## src/qea_pkg.sv

```systemverilog
// Shared types, constants and tables for the quadrature encoder accelerator.
// Used by the position and configuration channel interfaces, the decoder, the motion unit and the top level.
package qea_pkg;

    localparam int PosW    = 16;
    localparam int MaxVelW = 15;
    localparam int IdxW    = 3;
    localparam int QsW     = 3;
    localparam int CfgIdxW = 2;
    localparam int CfgDatW = 16;
    localparam int IncW    = 9;

    localparam logic [7:0] STATE_MASK  = 8'h0F;
    localparam logic [7:0] DIR_MASK    = 8'h30;
    localparam logic [7:0] DIR_CW_BIT  = 8'h10;
    localparam logic [7:0] DIR_CCW_BIT = 8'h20;

    localparam logic signed [PosW-1:0] FIXED_VELOCITY = 16'sd1500;
    localparam logic [IdxW-1:0]        ACCEL_LAST     = 3'd4;

    // Reset values of the configuration registers
    localparam logic                   RST_ACCEL_EN = 1'b1;
    localparam logic signed [PosW-1:0] RST_MIN_POS  = 16'sd0;
    localparam logic signed [PosW-1:0] RST_MAX_POS  = 16'sd16383;
    localparam logic [MaxVelW-1:0]     RST_MAX_VEL  = 15'd1500;

    // Half-step decoder: next state in the low bits, direction flag in bits 5:4
    localparam logic [7:0] STEP_TABLE [6][4] = '{
        '{8'h03, 8'h02, 8'h01, 8'h00},
        '{8'h23, 8'h00, 8'h01, 8'h00},
        '{8'h13, 8'h02, 8'h00, 8'h00},
        '{8'h03, 8'h05, 8'h04, 8'h00},
        '{8'h03, 8'h03, 8'h04, 8'h10},
        '{8'h03, 8'h05, 8'h03, 8'h20}
    };

    // Velocity increment per acceleration index
    localparam logic [IncW-1:0] ACCEL_STEP [5] = '{
        9'd0, 9'd16, 9'd60, 9'd180, 9'd400
    };

    typedef enum logic [CfgIdxW-1:0] {
        CFG_ACCEL_EN = 2'd0,
        CFG_MIN_POS  = 2'd1,
        CFG_MAX_POS  = 2'd2,
        CFG_MAX_VEL  = 2'd3
    } t_cfg_idx;

    typedef enum logic [1:0] {
        DIR_NONE = 2'd0,
        DIR_CW   = 2'd1,
        DIR_CCW  = 2'd2
    } t_dir;

    typedef struct packed {
        logic cw;
        logic ccw;
    } t_step;

    typedef struct packed {
        logic                   accel_en;
        logic signed [PosW-1:0] min_pos;
        logic signed [PosW-1:0] max_pos;
        logic [MaxVelW-1:0]     max_vel;
    } t_cfg;

endpackage

```

## src/qea_decode.sv

```systemverilog
// Half-step quadrature state table: holds the decoder state, reports detent steps.
// Depends on qea_pkg for the step table and the step struct.
module qea_decode
    import qea_pkg::*;
(
    input  logic  i_clk,
    input  logic  i_rst_n,
    input  logic  i_advance,
    input  logic  i_pin_a,
    input  logic  i_pin_b,
    output t_step o_step
);

    logic [QsW-1:0] r_qs;
    logic [QsW-1:0] n_qs;
    logic [QsW-1:0] row;
    logic [1:0]     col;
    logic [7:0]     entry;

    always_comb begin
        col   = {i_pin_b, i_pin_a};
        // unreachable codes fall back to the start state
        row   = (r_qs > 3'd5) ? '0 : r_qs;
        entry = STEP_TABLE[row][col];
        n_qs  = entry[QsW-1:0] & STATE_MASK[QsW-1:0];
        o_step.cw  = (entry & DIR_MASK) == DIR_CW_BIT;
        o_step.ccw = (entry & DIR_MASK) == DIR_CCW_BIT;
    end

    always_ff @(posedge i_clk) begin
        if (!i_rst_n) begin
            r_qs <= '0;
        end else if (i_advance) begin
            r_qs <= n_qs;
        end
    end

`ifndef SYNTH
    a_qs_reachable: assert property (@(posedge i_clk) disable iff (!i_rst_n)
        r_qs <= 3'd5)
        else $error("decoder state left the table");

    a_one_dir: assert property (@(posedge i_clk) disable iff (!i_rst_n)
        !(o_step.cw && o_step.ccw))
        else $error("both directions flagged at once");

    a_qs_hold: assert property (@(posedge i_clk) disable iff (!i_rst_n)
        !i_advance |=> $stable(r_qs))
        else $error("decoder state moved without a sample");
`endif

endmodule

```

## config.mk

```make
export PLATFORM = sky130hd
export DESIGN_NAME = qea_decode
export DESIGN_NICKNAME = d
export VERILOG_FILES = /design/src/qea_pkg.sv /design/src/qea_decode.sv
export SDC_FILE = /design/constraint.sdc
export NUM_CORES = 1
export LEC_CHECK = 0
export ABC_CLOCK_PERIOD_IN_PS = 1200
export BUFFER_PORTS_ARGS = -buffer_cell sky130_fd_sc_hd__buf_4
export CAP_MARGIN = 10
export CORE_AREA = 8 8 45 47
export DETAILED_ROUTE_END_ITERATION = 7
export DIE_AREA = 0 0 53 55
export GPL_ROUTABILITY_DRIVEN = 0
export PLACE_DENSITY = 0.45
export SYNTH_ARGS = -nofsm -noshare
export SYNTH_HDL_FRONTEND = slang
export SYNTH_SLANG_ARGS = --single-unit
```

## constraint.sdc

```tcl
create_clock -name i_clk -period 1.2 [get_ports i_clk]
set_input_delay 0.24 -clock i_clk [delete_from_list [all_inputs] [get_ports i_clk]]
set_output_delay 0.24 -clock i_clk [all_outputs]
set_load 0.005 [all_outputs]
```

==> results of run 1 <==
## cells in the mapped netlist
cell | n | share of area
or4b_1 | 2 | 0.069
nand4b_1 | 1 | 0.030
a21boi_0 | 1 | 0.026
a21o_1 | 1 | 0.026
mux2i_1 | 1 | 0.034
nor2b_1 | 1 | 0.021
a31oi_1 | 1 | 0.021
o21ai_0 | 3 | 0.051
clkbuf_1 | 1 | 0.013
nand3_1 | 2 | 0.034
or3b_2 | 1 | 0.030
buf_2 | 2 | 0.034
or3_1 | 1 | 0.021
inv_1 | 1 | 0.013
buf_6 | 1 | 0.039
a31o_2 | 1 | 0.030
a21oi_1 | 4 | 0.069
nor3b_1 | 1 | 0.026
or4bb_1 | 1 | 0.039
dfxtp_1 | 3 | 0.21
a2111oi_0 | 1 | 0.030
o31ai_1 | 1 | 0.026
nand2b_1 | 2 | 0.043
nand2_1 | 3 | 0.039
xnor2_1 | 1 | 0.030
## worst max-delay path, stage by stage (launching register included)
cell	delay [ns]
dfxtp_2	0.32
or4b_4	0.48
a21oi_2	0.12
buf_4	0.11
## routing by layer
metal	up-vias	wire (µm)	track usage
li1	171	-	-
met1	142	354	0.05598
met2	4	399	0.1035
met3	0	44	0.02139
met4	0	0	0.02586
met5	-	0	0
## power breakdown
group	total, mW	switching, mW	internal, mW
Sequential	0.108	0.00287	0.105
Combinational	0.0894	0.0417	0.0477
Clock	0.178	0.0534	0.125
## what timing repair did
| action | 4_1_cts | 5_1_grt |
|---|---|---|
| buffers inserted | 1 | 0 |
| resized for setup | 7 | 1 |
| endpoints found under the hold margin | 0 | 0 |
| endpoints found under the setup margin | 4 | 4 |
| pin swaps | 6 | 1 |
## through the flow
| step | area [µm²] | setup WS, ns |
|---|---|---|
| 6_report | 451.7 | -0.3098 |
| 2_1_floorplan | 311.5 | -0.1015 |
| 3_5_place_dp | 395.4 | -0.2049 |
| 3_3_place_gp | 395.4 | -0.1997 |
| 4_1_cts | 447.9 | -0.3231 |
| 5_1_grt | 451.7 | -0.3599 |
## path summary, 6_finish.rpt
check	cells after the start	to	startpoint	slack (ns)
max reg2reg	4	r_qs[2]	r_qs[1]	-0.07
max	3	o_step[1]	r_qs[2]	-0.31
min reg2reg	2	r_qs[2]	r_qs[0]	0.62
min	2	r_qs[1]	i_advance	0.25
## cell families after synthesis
| family | share of synthesized area |
|---|---|
| XOR/XNOR | 0.03005 |
| AO/OA/AOI/OAI | 0.2790 |
| AND/OR/NAND/NOR | 0.3520 |
| buffers and inverters | 0.09869 |
| flip-flops | 0.2060 |
| multiplexers | 0.03434 |
## placed cells by master, fill, tap and decap left out
master	n
a2111oi_1	1
a21boi_1	1
a21o_1	1
a21oi_1	2
a21oi_2	2
a31o_2	1
a31oi_1	1
buf_4	13
buf_6	2
clkbuf_1	1
clkbuf_4	3
dfxtp_1	2
dfxtp_2	1
inv_1	1
mux2i_1	1
nand2_1	3
nand2b_1	2
nand3_1	2
nand4b_1	1
nor2b_1	1
nor3b_1	1
o21ai_0	3
o31ai_2	1
or3_1	1
or3b_2	1
or4b_1	1
or4b_4	1
or4bb_1	1
xnor2_1	1
## cell type report
class	instances	area [µm²]	share of cell area
inverter	1	3.754	0.008310
sequential	3	61.31	0.1357
timing repair buffer	15	120.1	0.2659
multi-input combinational	30	220.2	0.4875
tap	16	20.02	0.04432
clock buffer	4	26.28	0.05817
==> results by group, run 1 <==
Detailed routing
  – Via density: 4.594
  – Initial DRC count: 5
  – Drt first pass iters: 4
  – DRT Wirelength: 798 µm
  – DR vias: 317
  – DRC: 0
  – Post-route ant nets: 0
  – Post-DR wirelength/cell: 11.57 µm

Finish
  – Largest reg by FF count: r_qs
  – P&R area growth vs syn: 54.94%
  – Biggest registers after layout: r_qs x3
  – ANT cells: 0
  – Share of cells above drive strength 1: 0.4717
  – Max reg flops: 3
  – Post-Layout Cell Count: 69
  – Final core occ: 0.3264
  – Fin nets: 59
  – Fillers: 143

Clock network
  – Hold buffers post-CTS: 0
  – CTS buffer count: 3
  – Reg clk slew, reported paths: 0.04 ns
  – H-tree lvl count: 1
  – Worst-Skew Late Latency: 0.23 ns
  – TritonCTS clock tree: done
  – Clock root buffer: clkbuf_4
  – Clk sinks: 3
  – Clock tree buffer depth: 2

Yosys
  – Total number of yosys warnings: 0
  – Mapped Cells: 38
  – Yosys reg bits: 3
  – Syn nets: 43
  – Synthesized area: 291.5 µm²
  – Unique cell type count in the Yosys netlist: 25
  – Syn_area_per_cell: 7.672 µm²
  – Sequential cell area fraction in the yosys report: 0.2060

Floorplanning
  – Die ar.: 2915 µm²
  – Placeable Area: 1384 µm²
  – Starting density of the core: 0.2107
  – Rows: 14
  – I/O pin cnt: 7
  – Die Ht: 55 µm
  – Die W: 53 µm

Worst setup path
  – Critical path class: register to primary output
  – Worst setup EP type: primary output
  – Critical Path Start Type: register
  – Required @ worst endpoint: 0.96 ns
  – Critical path arrival: 1.27 ns
  – Critical path fanouts, max: 3

Power and ir drop
  – Worst vdd ir: 0.3527 mV
  – Lkg Pwr: 0.1840 nW
  – Total Power: 0.3752 mW
  – Power Dens Cells: 830.7 nW/µm²

Run status
  – Failing checks: negative setup slack
  – Status: complete, but fails checks

GRT
  – First-pass GRT wire length: 1.269 mm
  – Grt ovf: 0
  – Initial antenna violation count: 0
  – Largest net degree at the start of global routing: 12
  – Global-route usage over all layers: 0.05674
  – Vias in the first global route: 319

STA
  – Relative slew slack: 0.7836
  – Least-Margin Pin Slew: 0.3238 ns
  – Max Slew Vio Count: 0
  – Layout Skew: 0.003547 ns
  – Setup Viol. Count Final: 4
  – Period utilisation layout: 1.258
  – Final worst slack: -0.3098 ns
  – Fin. Hold Viols: 0
  – RSZ-0062 raised after global routing: true
  – Min Tclk post-route: 1.510 ns
  – Hold_ws: 0.2502 ns
  – Setup TNS: -0.7550 ns
  – Max Fclk: 662.3 MHz

Placed design
  – Buffers added on ports: 6
  – Cell total after placement: 64

Flow run
  – Max-cap violations: 0

Hold path
  – Min-delay worst type: input port to register
(Power assumes the default switching activity.)
==> run 2, diff against run 1 <==
==> constraint.sdc (replaced) <==
create_clock -name i_clk -period 1.2 [get_ports i_clk]
set_input_delay 0.3 -clock i_clk [delete_from_list [all_inputs] [get_ports i_clk]]
set_output_delay 0.3 -clock i_clk [all_outputs]
set_load 0.005 [all_outputs]
==> run 2 against run 1 <==
Effect of this change:
- the flow still finishes with violations (negative setup slack)
- cell area increased by 8.3%
- power is 6.1% higher
- global-route usage rose by 1.5 points
- sequential power about the same
- setup slack got worse by 0.081 ns
- flip-flop and latch count stayed put
- sequential share of layout area down 0.79 points
- critical path type unchanged
==> results by group, run 2 (synthesis results as in run 1) <==
Hold path
  – Min-delay worst type: input port to register

Detailed routing
  – Drt first pass iters: 4 (unchanged)
  – Initial DRC count: 6 (+1)
  – DRC: 0 (unchanged)
  – Post-DR wirelength/cell: 12.83 µm (+11%)
  – Post-route ant nets: 0 (unchanged)
  – DR vias: 358 (+13%)
  – Via density: 5.114 (+11%)
  – DRT Wirelength: 898 µm (+13%)

STA
  – Least-Margin Pin Slew: 0.2515 ns (-0.07230 ns)
  – Final worst slack: -0.3906 ns (-0.08082 ns)
  – Setup Viol. Count Final: 4 (unchanged)
  – Min Tclk post-route: 1.591 ns (+0.08082 ns)
  – Layout Skew: 0.004225 ns (+0.0006779 ns)
  – Setup TNS: -0.9673 ns (-0.2123 ns)
  – Max Fclk: 628.7 MHz (-5.1%)
  – Max Slew Vio Count: 0 (unchanged)
  – Period utilisation layout: 1.326 (+0.06735)
  – Relative slew slack: 0.8320 (+0.04842)
  – RSZ-0062 raised after global routing: true
  – Fin. Hold Viols: 0 (unchanged)

Run status
  – Status: complete, but fails checks
  – Failing checks: negative setup slack

Clock network
  – Clock tree buffer depth: 2 (unchanged)
  – Clk sinks: 3 (unchanged)
  – Clock root buffer: clkbuf_4
  – Reg clk slew, reported paths: 0.04 ns (about the same)
  – TritonCTS clock tree: done
  – Worst-Skew Late Latency: 0.23 ns (about the same)
  – CTS buffer count: 3 (unchanged)
  – H-tree lvl count: 1 (unchanged)

Floorplanning
  – Die W: 53 µm (unchanged)
  – Die ar.: 2915 µm² (unchanged)
  – Rows: 14 (unchanged)
  – Placeable Area: 1384 µm² (unchanged)
  – Die Ht: 55 µm (unchanged)
  – I/O pin cnt: 7 (unchanged)
  – Starting density of the core: 0.2107 (unchanged)

Finish
  – P&R area growth vs syn: 67.81%
  – Largest reg by FF count: r_qs
  – Biggest registers after layout: r_qs x3
  – Commonest non-fill, non-tap cell in the layout: buf_4
  – Commonest cells after routing, fill and taps aside: buf_4, nand2_1, clkbuf_4
  – Share of cells above drive strength 1: 0.5556 (+0.08386)
  – ANT cells: 0 (unchanged)
  – Post-Layout Cell Count: 70 (+1.4%)
  – Max reg flops: 3 (unchanged)
  – Fin nets: 60 (+1.7%)

GRT
  – Vias in the first global route: 348 (+9.1%)
  – Initial antenna violation count: 0 (unchanged)
  – First-pass GRT wire length: 1.538 mm (+21%)
  – Grt ovf: 0 (unchanged)
  – Global-route usage over all layers: 0.07205 (+0.01531)
  – Largest net degree at the start of global routing: 12 (unchanged)

Worst setup path
  – Critical path class: register to primary output
  – Worst setup EP type: primary output
  – Critical path fanouts, max: 2 (-1)
  – Critical path arrival: 1.29 ns (+0.02 ns)
  – Required @ worst endpoint: 0.90 ns (-0.06 ns)
  – Critical Path Start Type: register

Placed design
  – Cell total after placement: 63 (-1.6%)
  – Dpl hpwl: 557.2 µm
  – Place WS: -0.3137 ns (-0.1088 ns)
  – Buffers added on ports: 6 (unchanged)

Power and ir drop
  – Worst vdd ir: 0.3798 mV (+7.7%)
  – Power Dens Cells: 813.6 nW/µm² (-2.1%)
  – Lkg Pwr: 0.1957 nW (+6.3%)

Flow run
  – Max-cap violations: 0 (unchanged)
-- run 2: worst paths after layout --
check | from | end | slack [ns] | depth (start not counted)
max | r_qs[2] | o_step[1] | -0.39 | 3
min | i_advance | r_qs[0] | 0.31 | 2
max reg2reg | r_qs[1] | r_qs[2] | -0.18 | 5
min reg2reg | r_qs[0] | r_qs[2] | 0.59 | 1
-- run 2: critical path, stage by stage (launching register included) --
cell     delay (ns)
dfxtp_2        0.32
or4b_4         0.48
a21oi_2        0.14
buf_4          0.12
-- run 2: metal layers --
| metal | vias up | part of all wire | global-route usage |
|---|---|---|---|
| met5 | - | 0 | 0 |
| li1 | 174 | - | - |
| met1 | 175 | 0.43 | 0.08182 |
| met2 | 7 | 0.50 | 0.1152 |
| met3 | 2 | 0.042 | 0.01872 |
| met4 | 0 | 0.021 | 0.05172 |
-- run 2: report_power, final --
part           switching [mW]  internal [mW]  leakage, nW
combinational          0.0474         0.0643        0.155
clock                  0.0520          0.125       0.0150
sequential            0.00433          0.105       0.0254
total                   0.104          0.294        0.196
-- run 2: metrics by stage --
stage | util | total power [mW] | cell area (µm²) | hold WS, ns
2_1_floorplan | - | 0.1643 | 325.3 | 0.4002
3_3_place_gp | 0.2857 | 0.1946 | 395.4 | 0.5597
3_5_place_dp | 0.2857 | 0.1951 | 395.4 | 0.5560
4_1_cts | 0.3427 | 0.3986 | 474.2 | 0.2991
5_1_grt | 0.3535 | 0.4260 | 489.2 | 0.3110
6_report | 0.3535 | 0.3980 | 489.2 | 0.3128
-- run 2: layout make-up --
cell class	instances	area [µm²]
multi-input cells	30	236.5
repair buffers	16	140.1
clock buffers	4	26.28
flip-flops and latches	3	62.56
well taps	16	20.02
inverters	1	3.754
fillers	146	894.6
-- run 2: repair_timing --
action	CTS	global route
setup buffers	3	1
gates resized for setup	7	7
hold buffers	0	0
setup endpoints to repair	4	5
pin swaps	6	6
