--- src/qea_pkg.sv ---
// Shared types, constants and tables for the quadrature encoder accelerator.
// Used by the position and configuration channel interfaces, the decoder, the motion unit and the top level.
package qea_pkg;

    localparam int PosW    = 16;
    localparam int MaxVelW = 15;
    localparam int IdxW    = 3;
    localparam int QsW     = 3;
    localparam int CfgIdxW = 2;
    localparam int CfgDatW = 16;
    localparam int IncW    = 9;

    localparam logic [7:0] STATE_MASK  = 8'h0F;
    localparam logic [7:0] DIR_MASK    = 8'h30;
    localparam logic [7:0] DIR_CW_BIT  = 8'h10;
    localparam logic [7:0] DIR_CCW_BIT = 8'h20;

    localparam logic signed [PosW-1:0] FIXED_VELOCITY = 16'sd1500;
    localparam logic [IdxW-1:0]        ACCEL_LAST     = 3'd4;

    // Reset values of the configuration registers
    localparam logic                   RST_ACCEL_EN = 1'b1;
    localparam logic signed [PosW-1:0] RST_MIN_POS  = 16'sd0;
    localparam logic signed [PosW-1:0] RST_MAX_POS  = 16'sd16383;
    localparam logic [MaxVelW-1:0]     RST_MAX_VEL  = 15'd1500;

    // Half-step decoder: next state in the low bits, direction flag in bits 5:4
    localparam logic [7:0] STEP_TABLE [6][4] = '{
        '{8'h03, 8'h02, 8'h01, 8'h00},
        '{8'h23, 8'h00, 8'h01, 8'h00},
        '{8'h13, 8'h02, 8'h00, 8'h00},
        '{8'h03, 8'h05, 8'h04, 8'h00},
        '{8'h03, 8'h03, 8'h04, 8'h10},
        '{8'h03, 8'h05, 8'h03, 8'h20}
    };

    // Velocity increment per acceleration index
    localparam logic [IncW-1:0] ACCEL_STEP [5] = '{
        9'd0, 9'd16, 9'd60, 9'd180, 9'd400
    };

    typedef enum logic [CfgIdxW-1:0] {
        CFG_ACCEL_EN = 2'd0,
        CFG_MIN_POS  = 2'd1,
        CFG_MAX_POS  = 2'd2,
        CFG_MAX_VEL  = 2'd3
    } t_cfg_idx;

    typedef enum logic [1:0] {
        DIR_NONE = 2'd0,
        DIR_CW   = 2'd1,
        DIR_CCW  = 2'd2
    } t_dir;

    typedef struct packed {
        logic cw;
        logic ccw;
    } t_step;

    typedef struct packed {
        logic                   accel_en;
        logic signed [PosW-1:0] min_pos;
        logic signed [PosW-1:0] max_pos;
        logic [MaxVelW-1:0]     max_vel;
    } t_cfg;

endpackage

--- src/qea_motion.sv ---
// Velocity, acceleration index and position update for one decoded sample.
// Depends on qea_pkg for the acceleration table, config and step structs.
module qea_motion
    import qea_pkg::*;
(
    input  logic                   i_clk,
    input  logic                   i_rst_n,
    input  logic                   i_advance,
    input  t_step                  i_step,
    input  t_cfg                   i_cfg,
    output logic signed [PosW-1:0] o_new_pos,
    output logic                   o_changed
);

    t_dir                   r_last_dir;
    logic [IdxW-1:0]        r_idx;
    logic signed [PosW-1:0] r_vel;
    logic signed [PosW-1:0] r_pos;

    t_dir                   n_last_dir;
    logic [IdxW-1:0]        n_idx;
    logic signed [PosW-1:0] n_vel;
    logic signed [PosW-1:0] n_pos;

    logic                   any_step;
    t_dir                   dcode;
    logic                   same_dir;
    logic signed [PosW-1:0] base_vel;
    logic signed [PosW:0]   inc;
    logic signed [PosW:0]   vel_sum;
    logic signed [PosW-1:0] limit;
    logic signed [PosW-1:0] step_amt;
    logic signed [PosW:0]   pos_sum;
    logic signed [PosW:0]   min_ext;
    logic signed [PosW:0]   max_ext;

    always_comb begin
        any_step   = i_step.cw || i_step.ccw;
        dcode      = i_step.cw ? DIR_CW : (i_step.ccw ? DIR_CCW : DIR_NONE);
        same_dir   = (r_last_dir == dcode);
        n_last_dir = r_last_dir;
        n_idx      = r_idx;
        n_vel      = r_vel;

        // acceleration: same direction advances the index and wraps it after the last, a reversal restarts
        if (same_dir) begin
            n_idx    = (r_idx >= ACCEL_LAST) ? '0 : r_idx + 3'd1;
            base_vel = r_vel;
        end else begin
            n_idx    = '0;
            base_vel = '0;
        end
        inc     = signed'({{(PosW+1-IncW){1'b0}}, ACCEL_STEP[n_idx]});
        vel_sum = i_step.ccw ? ({base_vel[PosW-1], base_vel} - inc)
                             : ({base_vel[PosW-1], base_vel} + inc);

        if (!i_cfg.accel_en) begin
            n_idx = r_idx;
            if (any_step) begin
                n_vel = i_step.cw ? FIXED_VELOCITY : -FIXED_VELOCITY;
            end
        end else if (!any_step) begin
            // decay toward zero and hold there
            n_idx = r_idx;
            if (r_vel > 16'sd0) begin
                n_vel = r_vel - 16'sd1;
            end else if (r_vel < 16'sd0) begin
                n_vel = r_vel + 16'sd1;
            end
        end else begin
            n_last_dir = dcode;
            if (vel_sum > 17'sd32767) begin
                n_vel = 16'sh7FFF;
            end else if (vel_sum < -17'sd32768) begin
                n_vel = 16'sh8000;
            end else begin
                n_vel = vel_sum[PosW-1:0];
            end
        end

        limit = signed'({1'b0, i_cfg.max_vel});
        if (n_vel < -limit) begin
            step_amt = -limit;
        end else if (n_vel > limit) begin
            step_amt = limit;
        end else begin
            step_amt = n_vel;
        end

        pos_sum = {r_pos[PosW-1], r_pos} + {step_amt[PosW-1], step_amt};
        min_ext = {i_cfg.min_pos[PosW-1], i_cfg.min_pos};
        max_ext = {i_cfg.max_pos[PosW-1], i_cfg.max_pos};
        if (pos_sum < min_ext) begin
            n_pos = i_cfg.min_pos;
        end else if (pos_sum > max_ext) begin
            n_pos = i_cfg.max_pos;
        end else begin
            n_pos = pos_sum[PosW-1:0];
        end
        if (!any_step) begin
            n_pos = r_pos;
        end

        o_new_pos = n_pos;
        o_changed = any_step && (n_pos != r_pos);
    end

    always_ff @(posedge i_clk) begin
        if (!i_rst_n) begin
            r_last_dir <= DIR_NONE;
            r_idx      <= '0;
            r_vel      <= '0;
            r_pos      <= '0;
        end else if (i_advance) begin
            r_last_dir <= n_last_dir;
            r_idx      <= n_idx;
            r_vel      <= n_vel;
            r_pos      <= n_pos;
        end
    end

`ifndef SYNTH
    a_idx_range: assert property (@(posedge i_clk) disable iff (!i_rst_n)
        r_idx <= ACCEL_LAST)
        else $error("acceleration index out of range");

    a_idle_holds_pos: assert property (@(posedge i_clk) disable iff (!i_rst_n)
        (i_advance && !i_step.cw && !i_step.ccw) |=> $stable(r_pos))
        else $error("position moved on an idle sample");

    a_fixed_vel: assert property (@(posedge i_clk) disable iff (!i_rst_n)
        (i_advance && !i_cfg.accel_en && i_step.cw) |=> (r_vel == FIXED_VELOCITY))
        else $error("fixed mode velocity wrong");
`endif

endmodule

--- config.mk ---
export PLATFORM = sky130hd
export DESIGN_NAME = qea_motion
export DESIGN_NICKNAME = d
export VERILOG_FILES = /design/src/qea_pkg.sv /design/src/qea_motion.sv
export SDC_FILE = /design/constraint.sdc
export NUM_CORES = 1
export LEC_CHECK = 0
export BUFFER_PORTS_ARGS = -buffer_cell sky130_fd_sc_hd__buf_2
export CAP_MARGIN = 20
export CELL_PAD_IN_SITES_DETAIL_PLACEMENT = 0
export CELL_PAD_IN_SITES_GLOBAL_PLACEMENT = 1
export CORE_MARGIN = 10
export CORE_UTILIZATION = 30
export CTS_CLUSTER_DIAMETER = 40
export DETAILED_ROUTE_END_ITERATION = 6
export PLACE_DENSITY = 0.68
export SYNTH_ARGS = -nofsm -noshare
export SYNTH_HDL_FRONTEND = slang
export SYNTH_SLANG_ARGS = --single-unit
--- constraint.sdc ---
create_clock -name i_clk -period 22.1 [get_ports i_clk]
set_input_delay 2.21 -clock i_clk [delete_from_list [all_inputs] [get_ports i_clk]]
set_output_delay 2.21 -clock i_clk [all_outputs]
set_load 0.02 [all_outputs]
==> results of run 1 <==
critical path, delay by kind of cell:
kind	cells	cell delay [ps]
compound gates	26	7130
simple gates	11	3310
fa+ha+maj	7	2080
buf+inv	5	1060
xor+xnor	2	370
cell usage in the layout, fill, tap and decap left out, types with 10 or more instances in the layout:
master,netlist,routed
nor2_1,116,115
ha_1,102,102
inv_1,98,98
a21oi_1,90,90
nand2_1,83,83
o21ai_0,77,77
buf_2,6,69
dfxtp_1,37,37
xnor2_1,31,31
nor3_1,29,29
nor2b_1,24,24
nand3_1,23,23
a211oi_1,21,21
a21o_1,19,19
mux2i_1,17,17
nand2b_1,14,14
xor2_1,14,14
nand4_1,14,14
o211ai_1,13,13
o21a_1,13,13
a31oi_1,14,13
o311ai_0,10,10
and3_1,10,10
sequential cells by signal, summed over array words and instances (netlist names):
name and count:
r_pos 16, r_vel 16, r_idx 3, r_last_dir 2
cell families after synthesis:
logic type | Yosys count
simple gates | 369
compound gates | 356
flops | 37
mux | 20
fa+ha+maj | 103
buf+inv | 149
xor+xnor | 46
per-stage QoR:
step	cell area, µm²	instances	util	power, mW
global route	8230	1437	0.337	1.48
detailed placement	8030	1428	0.329	1.25
global placement	8030	1428	0.329	1.25
finish	8230	1437	0.337	1.35
CTS	8200	1436	0.336	1.34
floorplan	7440	1080	-	0.921
power by group:
part | internal [mW] | leakage [nW] | switching, mW
clock network | 0.0535 | 0.0800 | 0.0319
logic | 0.408 | 3.37 | 0.735
registers | 0.0839 | 0.305 | 0.0426
total | 0.545 | 3.76 | 0.810
synth_stat cells, drive strengths merged (3+ instances only):
master	n
a32oi	3
and3	10
o311ai	14
nor2	116
or2	9
mux2i	17
a22o	4
o221ai	4
o211a	6
o22ai	3
a311oi	8
o21bai	3
ha	102
nor3	30
a22oi	9
inv	98
a21boi	4
nand3b	3
and4	3
nand2b	14
o21ai	86
a21oi	93
nand3	24
o21a	13
clkinv	3
a211o	3
o31ai	8
dfxtp	37
buf	11
nand2	84
and2	7
o2111ai	4
nor4	8
or3	14
a211oi	21
a31oi	16
xor2	14
nand4	14
xnor2	32
a21o	19
nor2b	24
clkbuf	37
o211ai	13
mux2	3
routing by layer:
| metal | up-vias | wire (µm) | share of wire |
|---|---|---|---|
| met1 | 3732 | 12700 | 0.47 |
| met4 | 0 | 276 | 0.010 |
| li1 | 3994 | - | - |
| met3 | 17 | 1520 | 0.057 |
| met2 | 211 | 12300 | 0.46 |
| met5 | - | 0 | 0 |
final cells by class:
type	count	area (µm²)
clock inverter	3	46.3
tap	324	405
inverter	101	380
multi-input combinational	894	6130
timing repair buffer	73	395
sequential	37	741
clock buffer	5	125
fill	2682	16200
worst max path at each step:
| stage | cells past startpoint | slack (ps) | end | from |
|---|---|---|---|---|
| floorplan | 53 | 7700 | o_changed | i_step[0] |
| global placement | 51 | 4320 | o_changed | i_step[0] |
| detailed placement | 51 | 3980 | o_changed | i_step[0] |
| CTS | 51 | 3960 | o_changed | i_step[0] |
| global route | 51 | 2530 | o_changed | i_step[0] |
| finish | 51 | 3690 | o_changed | i_step[0] |
==> results_dict.tcl, run 1 <==
set metrics [dict create \
    die_area_um2 31500 \
    synth_top_family_by_area "compound AO/OA/AOI/OAI gates" \
    tightest_slew_ps 950 \
    worst_ep_required_time_ps 19890 \
    regToRegStartpoint "r_last_dir[1]" \
    ys_async_sr_fraction 0 \
    gr-max-usage-layer "met2" \
    wl_per_cell_um 18.6 \
    cts_tree "done" \
    grt_max_degree 36 \
    critPathMaxStageDelay_ps 820 \
    nNetsFinal 1268 \
    use_met3 0.0232 \
    finClkSkew_ps 5.18 \
    ff2ff_setup_slack_ps 8450 \
    grt_use_met2 0.274 \
    synth_warnings 0 \
    grt_first_pass_wirelength_um 42600 \
    postCtsSetupRepairBufs 0 \
    vdd_ir_drop_max_mv 0.126 \
    fin_ws_ps 3690 \
    antenna_cells 0 \
    synthToLayoutAreaGrowth_pct 10.5 \
    die_h_um 178 \
    cp.arrival_ps 16200 \
    initial_core_util 0.305 \
    fin_hold_ws_ps 483 \
    ys_types 87 \
    drc 0 \
    setup_viol 0 \
    r2r_end "r_pos[14]" \
    first_pass_iters 5 \
    drv_cap 0 \
    synth-edff-count 0 \
    fin_crit_ps 18410 \
    vias_per_cell 5.54 \
    met1_usage 0.230 \
    num_rows 57 \
    grtUsageTotal 0.168 \
    detailed_place_hpwl_um 22000 \
    dp_slack_ps 3980 \
    cts.sinks 37 \
    power_density_nw_per_um2 165 \
    holdPathStages 2 \
    clock_latency_ps 290 \
    path_class "primary input to output pin" \
    port_buffers 69 \
    synth_compound_area_frac 0.319 \
    worstPathMaxFanout 30 \
    min_path_type "flop to flop" \
    yosys-top-cells-area "ha_1, dfxtp_1, a21oi_1, nor2_1, o21ai_0" \
    slowest_stage "a21oi_1" \
    slew_headroom 0.366 \
    finalSetupTns_ps 0 \
    p_leak_nw 3.76 \
    cts_max_level 2 \
    antenna_found_initial 0 \
    place_congestion 0.906 \
    critPathLaunchType "primary input" \
    clockBufferDepth 2 \
    ys.flop_type "dfxtp_1" \
    synth_top_cell_by_area "ha_1" \
    syn-num-nets 1236 \
    synth_top_area_frac 0.171 \
    syn_area_um2 7440 \
    ys_ff_latch 37 \
    drtIter0Drc 588 \
    postSynthAreaPerCell_um2 6.89 \
    hold-path-endpoint "r_idx[1]" \
    cts_root_buf "clkbuf_16" \
    outcome "finished, final reports clean" \
    synthCells 1080 \
    cp_common_cell "a21oi_1" \
    core_area_um2 24400 \
    final_max_slew_viol_count 0 \
    synth_fa_ha_area_frac 0.174 \
    ioPinCount 70 \
    num_vias 7954 \
    hp-start "r_idx[1]" \
    clkTransAtPathRegs_ps 60 \
    final-hold-violation-count 0 \
    fin_crit_sh 0.833 \
    ant_nets 0 \
    yosysSeqAreaShare 0.0995 \
    synth-simple-area-share 0.247 \
    die_w_um 178 \
    crit_path_end_kind "output pin" \
    layout-drive-gt1-share 0.110 \
    numCtsBuffers 5 \
    grt-ovfl-total 0 \
    rsz0062_at_grt "false" \
    synth_xor_xnor_area_share 0.0551 \
    fmax_mhz 54.3 \
    ff2ff_path_depth 48 \
    cts_hold_buf 0 \
    grt_pass1_vias 7610 \
    cts_resized 0 \
    drt-total-wl_um 26800 \
    muxShareOfSynthArea 0.0274 \
]
Note: power is estimated with default switching activity, not from simulation.
==> inputs of run 2 (changes only) <==
--- a/config.mk
+++ b/config.mk
@@ -13,7 +13,7 @@
 export CORE_UTILIZATION = 30
 export CTS_CLUSTER_DIAMETER = 40
 export DETAILED_ROUTE_END_ITERATION = 6
-export PLACE_DENSITY = 0.68
+export PLACE_DENSITY = 0.71
 export SYNTH_ARGS = -nofsm -noshare
 export SYNTH_HDL_FRONTEND = slang
 export SYNTH_SLANG_ARGS = --single-unit
==> constraint.sdc (replaced) <==
create_clock -name i_clk -period 16.55 [get_ports i_clk]
set_input_delay 1.655 -clock i_clk [delete_from_list [all_inputs] [get_ports i_clk]]
set_output_delay 1.655 -clock i_clk [all_outputs]
set_load 0.02 [all_outputs]
==> results_dict.tcl, run 2 (synthesized netlist as in run 1, its figures left out) <==
set metrics [dict create \
    reg_top3 "r_pos: 16 flops, r_vel: 16 flops, r_idx: 3 flops" \
    cts_max_level 2 \
    crit_family "compound AO/OA/AOI/OAI gates" \
    grt_pass1_vias 7684 \
    die_h_um 178 \
    regToRegStartpoint "r_last_dir[1]" \
    wl_per_cell_um 18.5 \
    instances_no_fill 1445 \
    cts_tree "done" \
    final-hold-violation-count 0 \
    nNetsFinal 1276 \
    grt_max_degree 36 \
    slowest_stage "a2111oi_0" \
    critPathMaxStageDelay_ps 510 \
    p_leak_nw 3.79 \
    path_depth 51 \
    crit_end "o_changed" \
    worstPathMaxFanout 30 \
    port_buffers 69 \
    ff2ff_path_depth 51 \
    path_class "primary input to output pin" \
    cts_hold_buf 0 \
    cts.sinks 37 \
    antenna_found_initial 0 \
    num_rows 57 \
    dp_slack_ps 643 \
    slew_headroom 0.364 \
    fin_crit_sh 0.932 \
    finalSetupTns_ps 0 \
    drv_cap 0 \
    setup_viol 0 \
    clock_latency_ps 290 \
    critPathLaunchType "primary input" \
    vias_per_cell 5.58 \
    antenna_cells 0 \
    die_area_um2 31500 \
    place_congestion 0.921 \
    detailed_place_hpwl_um 22100 \
    cp.arrival_ps 13780 \
    num_vias 8062 \
    vdd_ir_drop_max_mv 0.163 \
    grtUsageTotal 0.165 \
    outcome "finished, final reports clean" \
    min_path_type "flop to flop" \
    clockBufferDepth 2 \
    ant_nets 0 \
    finClkSkew_ps 8.88 \
    placed_cells 1437 \
    initial_core_util 0.305 \
    cp_common_cell "a21oi_1" \
    die_w_um 178 \
    cts_root_buf "clkbuf_16" \
    layout-drive-gt1-share 0.120 \
    grt_first_pass_wirelength_um 42200 \
    numCtsBuffers 5 \
    ioPinCount 70 \
    power_density_nw_per_um2 219 \
    crit_path_end_kind "output pin" \
    final_max_slew_viol_count 0 \
    synthToLayoutAreaGrowth_pct 11.3 \
    worst_ep_required_time_ps 14890 \
    drc 0 \
    fin_crit_ps 15430 \
    fin_ws_ps 1120 \
    drt-total-wl_um 26800 \
    power_mw 1.82 \
    drtIter0Drc 642 \
    clkTransAtPathRegs_ps 60 \
    startpoint "i_step[0]" \
    fmax_mhz 64.8 \
    final_common_cell "nor2_1" \
    core_area_um2 24400 \
    ff2ff_setup_slack_ps 4710 \
    tightest_slew_ps 944 \
    fin_hold_ws_ps 477 \
    grt-ovfl-total 0 \
    r2r_end "r_pos[14]" \
    mostFrequentLayoutCells "nor2_1, ha_1, inv_1, a21oi_1, nand2_1" \
    critPathBufInv 7 \
    first_pass_iters 7 \
    rsz0062_at_grt "false" \
]
==> run 2: final cells by class <==
class / count / area (µm²)
clock buffers: 5 / 125
clock inverters: 3 / 22.5
fillers: 2717 / 16100
inverters: 101 / 380
multi-input cells: 894 / 6160
flip-flops and latches: 37 / 741
well taps: 324 / 405
repair buffers: 81 / 455
==> run 2: repair_timing <==
item                       4_1_cts  5_1_grt
buffers inserted                 0        0
setup endpoints to repair        0        6
gates resized for setup          0        7
==> run 2: worst min-delay path by stage <==
stage                          end  startpoint  cells past startpoint  slack (ps)
after floorplan           r_idx[1]    r_idx[1]                      2         450
after global placement    r_idx[1]    r_idx[1]                      2         470
after detailed placement  r_idx[1]    r_idx[1]                      2         480
after CTS                 r_idx[1]    r_idx[1]                      2         480
after global routing      r_idx[1]    r_idx[1]                      2         520
final                     r_idx[1]    r_idx[1]                      2         480
==> run 2: metrics by stage <==
step	util	cell area, µm²
6_report	0.340	8290
4_1_cts	0.339	8260
3_3_place_gp	0.332	8090
5_1_grt	0.340	8290
3_5_place_dp	0.333	8120
2_1_floorplan	-	7440
==> run 2: per-layer routing <==
layer / up-vias / global-route usage / share of wire
li1: 4003 / - / -
met1: 3781 / 0.219 / 0.46
met2: 245 / 0.280 / 0.47
met3: 33 / 0.0215 / 0.056
met4: 0 / 0.0344 / 0.016
met5: - / 0 / 0
==> run 2: where the power goes <==
group / switching (mW) / total [mW] / internal, mW
clock network: 0.0429 / 0.0991 / 0.0562
registers: 0.0553 / 0.167 / 0.112
logic: 0.983 / 1.55 / 0.567
total: 1.08 / 1.82 / 0.735
==> run 2: tightest hold or removal path, stage by stage (launching register included) <==
cell and delay [ps]:
dfxtp_1 320, nand2_1 60, a21oi_1 50
